==> config.mk <==
export PLATFORM = sky130hd
export DESIGN_NAME = kmp_stream_matcher_top
export DESIGN_NICKNAME = d
export VERILOG_FILES = /design/src/hw/rtl/kmp_pkg.sv /design/src/hw/rtl/kmp_core.sv /design/src/hw/rtl/kmp_stream_matcher_top.sv
export SDC_FILE = /design/constraint.sdc
export NUM_CORES = 1
export LEC_CHECK = 0
export BUFFER_PORTS_ARGS = -buffer_cell sky130_fd_sc_hd__buf_2
export CAP_MARGIN = 20
export CORE_MARGIN = 4
export CORE_UTILIZATION = 65
export DETAILED_ROUTE_END_ITERATION = 10
export PLACE_DENSITY = 0.79
export SETUP_SLACK_MARGIN = 0.1
export SLEW_MARGIN = 20
export SYNTH_ARGS = -nofsm -noshare
export SYNTH_HDL_FRONTEND = slang
export SYNTH_HIERARCHICAL = 1
export SYNTH_SLANG_ARGS = --single-unit
==> constraint.sdc <==
create_clock -name aclk -period 7.5 [get_ports aclk]
set_clock_uncertainty 0.2 [all_clocks]
set_input_delay 1.5 -clock aclk [delete_from_list [all_inputs] [get_ports aclk]]
set_output_delay 1.5 -clock aclk [all_outputs]
set_load 0.01 [all_outputs]
==> src/hw/rtl/kmp_pkg.sv <==
package kmp_pkg;

    localparam int MAX_PATTERN_DEF = 64;

    typedef enum logic [1:0] {
        FUNC_CLEAR  = 2'd0,
        FUNC_APPEND = 2'd1,
        FUNC_SEARCH = 2'd2
    } func_t;

    typedef struct packed {
        logic valid;
        logic found;
        logic truncated;
    } kmp_res_t;

endpackage

==> src/hw/rtl/kmp_core.sv <==
module kmp_core #(
    parameter int MAX_PATTERN = kmp_pkg::MAX_PATTERN_DEF
) (
    input  logic              aclk,
    input  logic              aresetn,
    input  logic              in_valid,
    output logic              in_ready,
    input  logic [1:0]        in_func,
    input  logic [7:0]        in_byte,
    input  logic              in_last,
    input  logic              out_free,
    output kmp_pkg::kmp_res_t res_o
);
    import kmp_pkg::*;

    localparam int IW = $clog2(MAX_PATTERN);
    localparam int LW = $clog2(MAX_PATTERN + 1);

    typedef enum logic [2:0] {
        ST_IDLE = 3'b001,
        ST_WALK = 3'b010,
        ST_PUSH = 3'b100
    } state_t;

    state_t         state_reg, state_next;
    logic [LW-1:0]  len_reg, len_next;
    logic [IW-1:0]  tracker_reg, tracker_next;
    logic [LW-1:0]  match_reg, match_next;
    logic           decided_reg, decided_next;
    logic           overflow_reg, overflow_next;
    logic           is_append_reg, is_append_next;
    logic [7:0]     byte_reg, byte_next;
    logic           last_reg, last_next;
    logic [IW-1:0]  k_reg, k_next;
    logic           found_reg, found_next;

    logic [7:0]     store_mem [MAX_PATTERN];
    logic [IW-1:0]  fail_mem [MAX_PATTERN];
    logic [7:0]     store_rd_reg;
    logic [IW-1:0]  fail_rd_reg;

    logic           store_we;
    logic [IW-1:0]  store_waddr;
    logic [7:0]     store_wdata;
    logic [IW-1:0]  store_raddr;
    logic           fail_we;
    logic [IW-1:0]  fail_waddr;
    logic [IW-1:0]  fail_wdata;
    logic [IW-1:0]  fail_raddr;

    logic           accept;
    logic           eq;
    logic [LW-1:0]  k_fin;
    logic           emit;
    logic           emit_found;
    logic [IW-1:0]  j0;

    assign in_ready = (state_reg == ST_IDLE);
    assign accept   = in_valid && in_ready;
    assign eq       = (store_rd_reg == byte_reg);
    assign k_fin    = eq ? (LW'(k_reg) + LW'(1)) : '0;
    assign j0       = (match_reg >= len_reg) ? '0 : match_reg[IW-1:0];

    always_comb begin
        state_next     = state_reg;
        len_next       = len_reg;
        tracker_next   = tracker_reg;
        match_next     = match_reg;
        decided_next   = decided_reg;
        overflow_next  = overflow_reg;
        is_append_next = is_append_reg;
        byte_next      = byte_reg;
        last_next      = last_reg;
        k_next         = k_reg;
        found_next     = found_reg;
        store_we       = 1'b0;
        store_waddr    = len_reg[IW-1:0];
        store_wdata    = in_byte;
        store_raddr    = '0;
        fail_we        = 1'b0;
        fail_waddr     = len_reg[IW-1:0];
        fail_wdata     = '0;
        fail_raddr     = '0;
        emit           = 1'b0;
        emit_found     = 1'b0;
        res_o          = '0;

        case (state_reg)
            ST_IDLE: begin
                if (accept) begin
                    byte_next = in_byte;
                    last_next = in_last;
                    case (in_func)
                        FUNC_CLEAR: begin
                            len_next      = '0;
                            tracker_next  = '0;
                            overflow_next = 1'b0;
                            match_next    = '0;
                            decided_next  = 1'b0;
                        end
                        FUNC_APPEND: begin
                            match_next   = '0;
                            decided_next = 1'b0;
                            if (len_reg == LW'(MAX_PATTERN)) begin
                                overflow_next = 1'b1;
                            end else if (len_reg == '0) begin
                                store_we     = 1'b1;
                                fail_we      = 1'b1;
                                tracker_next = '0;
                                len_next     = LW'(1);
                            end else begin
                                store_we       = 1'b1;
                                store_raddr    = tracker_reg;
                                fail_raddr     = (tracker_reg == '0) ? '0 : tracker_reg - 1'b1;
                                k_next         = tracker_reg;
                                is_append_next = 1'b1;
                                state_next     = ST_WALK;
                            end
                        end
                        FUNC_SEARCH: begin
                            if (!decided_reg) begin
                                if (len_reg == '0) begin
                                    emit         = 1'b1;
                                    emit_found   = 1'b1;
                                    decided_next = 1'b1;
                                    if (in_last) begin
                                        match_next   = '0;
                                        decided_next = 1'b0;
                                    end
                                end else begin
                                    store_raddr    = j0;
                                    fail_raddr     = (j0 == '0) ? '0 : j0 - 1'b1;
                                    k_next         = j0;
                                    is_append_next = 1'b0;
                                    state_next     = ST_WALK;
                                end
                            end else if (in_last) begin
                                match_next   = '0;
                                decided_next = 1'b0;
                            end
                        end
                        default: begin
                        end
                    endcase
                end
            end
            ST_WALK: begin
                if (eq || k_reg == '0) begin
                    state_next = ST_IDLE;
                    if (is_append_reg) begin
                        fail_we      = 1'b1;
                        fail_wdata   = k_fin[IW-1:0];
                        tracker_next = k_fin[IW-1:0];
                        len_next     = len_reg + 1'b1;
                    end else begin
                        match_next = k_fin;
                        if (k_fin == len_reg || last_reg) begin
                            emit         = 1'b1;
                            emit_found   = (k_fin == len_reg);
                            decided_next = 1'b1;
                        end
                        if (last_reg) begin
                            match_next   = '0;
                            decided_next = 1'b0;
                        end
                    end
                end else begin
                    k_next      = fail_rd_reg;
                    store_raddr = fail_rd_reg;
                    fail_raddr  = (fail_rd_reg == '0) ? '0 : fail_rd_reg - 1'b1;
                end
            end
            ST_PUSH: begin
                if (out_free) begin
                    res_o.valid     = 1'b1;
                    res_o.found     = found_reg;
                    res_o.truncated = overflow_reg;
                    state_next      = ST_IDLE;
                end
            end
            default: begin
                state_next = ST_IDLE;
            end
        endcase

        if (emit) begin
            if (out_free) begin
                res_o.valid     = 1'b1;
                res_o.found     = emit_found;
                res_o.truncated = overflow_reg;
            end else begin
                found_next = emit_found;
                state_next = ST_PUSH;
            end
        end
    end

    always_ff @(posedge aclk) begin
        if (!aresetn) begin
            state_reg    <= ST_IDLE;
            len_reg      <= '0;
            tracker_reg  <= '0;
            match_reg    <= '0;
            decided_reg  <= 1'b0;
            overflow_reg <= 1'b0;
        end else begin
            state_reg    <= state_next;
            len_reg      <= len_next;
            tracker_reg  <= tracker_next;
            match_reg    <= match_next;
            decided_reg  <= decided_next;
            overflow_reg <= overflow_next;
        end
    end

    always_ff @(posedge aclk) begin
        is_append_reg <= is_append_next;
        byte_reg      <= byte_next;
        last_reg      <= last_next;
        k_reg         <= k_next;
        found_reg     <= found_next;
    end

    // pattern bytes
    always_ff @(posedge aclk) begin
        if (store_we) begin
            store_mem[store_waddr] <= store_wdata;
        end
        store_rd_reg <= store_mem[store_raddr];
    end

    // failure values
    always_ff @(posedge aclk) begin
        if (fail_we) begin
            fail_mem[fail_waddr] <= fail_wdata;
        end
        fail_rd_reg <= fail_mem[fail_raddr];
    end

    a_fail_within_pos: assert property (@(posedge aclk) disable iff (!aresetn)
        fail_we |-> (fail_wdata <= fail_waddr))
        else $error("failure value beyond its position");

    a_tracker_in_range: assert property (@(posedge aclk) disable iff (!aresetn)
        (len_reg != '0) |-> (LW'(tracker_reg) < len_reg))
        else $error("prefix tracker outside pattern");

    a_walk_in_pattern: assert property (@(posedge aclk) disable iff (!aresetn)
        (state_reg == ST_WALK) |-> (LW'(k_reg) < len_reg))
        else $error("probe index outside written pattern");

    a_res_needs_room: assert property (@(posedge aclk) disable iff (!aresetn)
        res_o.valid |-> out_free)
        else $error("result issued while output slot busy");

    a_len_bound: assert property (@(posedge aclk) disable iff (!aresetn)
        len_reg <= LW'(MAX_PATTERN))
        else $error("pattern length beyond store");

endmodule

==> src/hw/rtl/kmp_stream_matcher_top.sv <==
// channel  | ports                                    | direction
// ---------+------------------------------------------+-----------
// input    | s_valid s_ready s_func s_data_byte        | in
//          | s_text_last                              |
// result   | m_valid m_ready m_found                  | out
//          | m_pattern_truncated                      |
//
// handled in the idle state: clear, unused codes, appends that are dropped or go to an empty
// pattern, and text bytes of a decided search or with an empty pattern
// other appends and text bytes go on to the walk state, which follows the failure-table fallbacks,
// fallbacks amortized to at most one per byte
// a result waits in the output register while the next transaction is taken,
// a second one stalls the input until the first is taken; aresetn is synchronous
module kmp_stream_matcher_top #(
    parameter int MAX_PATTERN = kmp_pkg::MAX_PATTERN_DEF
) (
    input  logic       aclk,
    input  logic       aresetn,
    input  logic       s_valid,
    output logic       s_ready,
    input  logic [1:0] s_func,
    input  logic [7:0] s_data_byte,
    input  logic       s_text_last,
    output logic       m_valid,
    input  logic       m_ready,
    output logic       m_found,
    output logic       m_pattern_truncated
);
    import kmp_pkg::*;

    kmp_res_t res;
    logic     out_free;
    logic     m_valid_reg, m_valid_next;
    logic     m_found_reg;
    logic     m_trunc_reg;

    assign out_free = !m_valid_reg || m_ready;

    kmp_core #(
        .MAX_PATTERN(MAX_PATTERN)
    ) u_core (
        .aclk     (aclk),
        .aresetn  (aresetn),
        .in_valid (s_valid),
        .in_ready (s_ready),
        .in_func  (s_func),
        .in_byte  (s_data_byte),
        .in_last  (s_text_last),
        .out_free (out_free),
        .res_o    (res)
    );

    always_comb begin
        m_valid_next = m_valid_reg;
        if (res.valid) begin
            m_valid_next = 1'b1;
        end else if (m_ready) begin
            m_valid_next = 1'b0;
        end
    end

    always_ff @(posedge aclk) begin
        if (!aresetn) begin
            m_valid_reg <= 1'b0;
        end else begin
            m_valid_reg <= m_valid_next;
        end
    end

    always_ff @(posedge aclk) begin
        if (res.valid) begin
            m_found_reg <= res.found;
            m_trunc_reg <= res.truncated;
        end
    end

    assign m_valid             = m_valid_reg;
    assign m_found             = m_found_reg;
    assign m_pattern_truncated = m_trunc_reg;

endmodule

==> impl_metrics.yaml <==
final_layout:
  area_delta_synth_final_pct: 10.1
  nNetsFinal: 2935
  utilization: 0.729
  top_register: "u_core/store_mem"
  antenna_cells: 0
  largest_reg_flops: 512
  drive_above_1_share: 0.0917
  reg_top3: "u_core/store_mem: 512 flops, u_core/fail_mem: 384 flops"
  fillers: 3564
cts:
  ctsHoldBuffers: 0
  cts-root-buf: "clkbuf_16"
  cts_setup_buffers: 0
  clk_latency_ns: 0.66
  cts_max_path_buffers: 3
  cts_resized: 0
  htree_levels: 3
  cts.sinks: 955
  clkTransAtPathRegs_ns: 0.06
  cts_buffers: 92
  cts_tree: "yes"
floorplan:
  placeableCoreArea_sq_mm: 0.0595
  die_w_um: 254
  die_h_um: 254
  die_area_sq_mm: 0.0646
  initial_core_util: 0.663
  pin_count: 19
  rows: 89
flow_run:
  maxCapViolCount: 0
power:
  p_seq_frac: 0.539
  power_switching_mw: 2.10
  leakage_nw: 15.0
  pwr-share-clk: 0.449
  switching_share: 0.194
  comb_power_share: 0.013
  p_per_area_mw_per_mm2: 249
  p_int_mw: 8.70
  ir_drop_uv: 208
placement:
  dp.final_hpwl_mm: 59.9
  portBuffers: 18
  place.gp.congestion: 0.931
sta:
  slew_violations: 0
  setup_violations: 0
  rsz0062_at_grt: "false"
  max-slew-margin-rel: 0.247
  period_share: 0.816
  timing.fmax_mhz: 163
  hold_violations: 0
  fin_setup_tns_ns: 0
  finalCriticalPeriod_ns: 6.12
  worstMarginPinSlew_ns: 1.13
detailed_routing:
  vias_per_cell: 6.96
  route.antenna.remaining_nets: 0
  wirelength_mm: 102
  drt-initial-drc-count: 4376
  first_pass_iters: 9
  wl_per_cell_um: 27.2
  drc: 0
  vias: 26100
yosys:
  netlist_instances: 2914
  synth_top_flop_cell: "edfxtp_1"
  yosys_warnings: 6
  synth_area_sq_mm: 0.0394
  ys_seq_area_frac: 0.718
  postSynth.asyncResetShare: 0
  yosys-top-cells-area: "edfxtp_1 70%, nand2_1 5.8%, mux2i_1 2.6%"
  syn_nets: 2949
  ys_seq_elements: 955
  synthTopCellsByCount: "915 x edfxtp_1, 608 x nand2_1, 174 x nor2_1"
  synth_edf_count: 915
  ys_types: 84
  synth_top_area_frac: 0.697
  synth_top_area_cell: "edfxtp_1"
  syn_area_per_cell_sq_um: 13.5
  synthMostInstantiatedCell: "edfxtp_1"
worst_setup_path:
  reg2reg_depth: 18
  crit_fanout: 91
  end_kind: "flop"
  reg2reg_from: "u_core/len_reg[2]"
  worstSetupPathType: "flop to flop"
  cp.arrival_ns: 6.51
  cp_data_required_time_ns: 7.89
  r2r_end: "u_core/fail_rd_reg[0]"
  worst_setup_path_start_kind: "flop"
  reg2reg_slack_ns: 1.38
worst_hold_path:
  whs_path_depth: 2
  hold_path_class: "flop to flop"
  holdCritStartpoint: "u_core/overflow_reg"
  holdPathEnd: "u_core/overflow_reg"
global_route:
  grt_use_total: 0.315
  grt_use_met1: 0.467
  grt-ovfl-total: 0
  grt_pass1_vias: 24800
  grtUsageMet3: 0.0713
  grt_max_degree: 130
  grt_pass1_wl_mm: 154
  grt_use_met2: 0.473
  antenna_found_initial: 0
  grt_busiest_layer: "met2"
status:
  outcome: "completed"
-- per-stage QoR --
stage | total power, mW | instances | hold WS [ns] | instance area (sq um) | setup WS, ns
2_1_floorplan | 5.98 | 2914 | 0.245 | 39400 | 2.82
3_3_place_gp | 6.06 | 3579 | 0.268 | 40200 | 1.70
3_5_place_dp | 6.07 | 3579 | 0.276 | 40200 | 1.54
4_1_cts | 10.8 | 3749 | 0.292 | 43400 | 1.57
5_1_grt | 11.1 | 3749 | 0.310 | 43400 | 1.14
6_report | 10.8 | 3749 | 0.300 | 43400 | 1.38
-- worst max-delay path, stage by stage (launching register included) --
cell and delay, ns:
dfxtp_1 0.53, clkinv_1 0.36, ha_1 0.41, a21oi_1 0.16
o21a_1 0.19, o221a_2 0.43, nand2_1 0.16, ha_1 0.28
inv_1 0.11, o22ai_1 0.11, a21o_1 0.24, or3_1 0.32
buf_4 0.24, nand2_4 0.79, nand2_1 0.17, a22oi_1 0.30
a22oi_1 0.15, a31oi_1 0.64, o211a_1 0.24
-- kinds of logic after synthesis --
kind of cell / Yosys count / share of synthesized area
AND/OR/NAND/NOR: 1098 / 0.122
buffers and inverters: 193 / 0.0227
adder cells (fa/ha/maj): 20 / 0.00635
AO/OA/AOI/OAI: 498 / 0.0898
multiplexers: 118 / 0.0348
flip-flops: 955 / 0.718
XOR/XNOR: 32 / 0.00711
-- worst max-delay path by stage --
stage                       startpoint               endpoint  slack (ns)  cells after the start
floorplan           u_core/byte_reg[0]  u_core/fail_mem[0][4]        2.82                      5
global placement             s_func[0]  u_core/fail_rd_reg[0]        1.70                     14
finish               u_core/len_reg[2]  u_core/fail_rd_reg[0]        1.38                     18
global route         u_core/len_reg[2]  u_core/fail_rd_reg[0]        1.14                     18
detailed placement           s_func[0]  u_core/fail_rd_reg[0]        1.54                     14
CTS                  u_core/len_reg[2]  u_core/fail_rd_reg[0]        1.57                     18
-- area by class of cell --
class | count | area (sq um) | share of cell area
clock buffer | 117 | 2510 | 0.0578
clock inverter | 53 | 693 | 0.0160
inverter | 26 | 97.6 | 0.00225
multi-input combinational | 1766 | 10400 | 0.239
sequential | 955 | 28300 | 0.652
tap | 773 | 967 | 0.0223
timing repair buffer | 59 | 448 | 0.0103
-- power groups by stage --
stage / sequential [mW] / combinational (mW) / clock, mW
2_1_floorplan: 5.93 / 0.0512 / 0
3_3_place_gp: 5.93 / 0.127 / 0
3_5_place_dp: 5.93 / 0.133 / 0
4_1_cts: 5.82 / 0.134 / 4.88
5_1_grt: 5.82 / 0.145 / 5.11
6_report: 5.82 / 0.137 / 4.85
-- layout by cell type (no fill, tap or decap), types with 10 or more instances in the layout --
master	netlist	routed
mux4_2	15	15
dfxtp_1	40	40
nor2_1	174	169
o22ai_1	21	21
nor2b_1	16	16
edfxtp_1	915	915
a21oi_1	110	109
o221ai_1	10	10
a32oi_1	57	57
a211o_1	14	14
nand3_1	119	114
o21ai_0	34	34
buf_4	11	37
nand2_1	608	608
clkinv_2	0	15
bufinv_16	0	14
ha_1	20	20
nand4_1	20	20
a31oi_1	61	61
mux2i_1	101	101
clkbuf_1	71	16
a311oi_1	24	24
a22oi_1	13	13
and3_1	60	60
inv_1	24	24
xnor2_1	26	26
nor3_1	38	34
clkbuf_16	0	94
buf_2	74	18
a211oi_1	65	65
and2_1	12	12
clkinv_1	1	15
-- routing by layer --
layer | up-vias | wire length (um)
met5 | - | 0
met4 | 0 | 3700
met3 | 287 | 14100
met2 | 2128 | 45900
met1 | 12700 | 38400
li1 | 11000 | -
(Power assumes the default switching activity.)
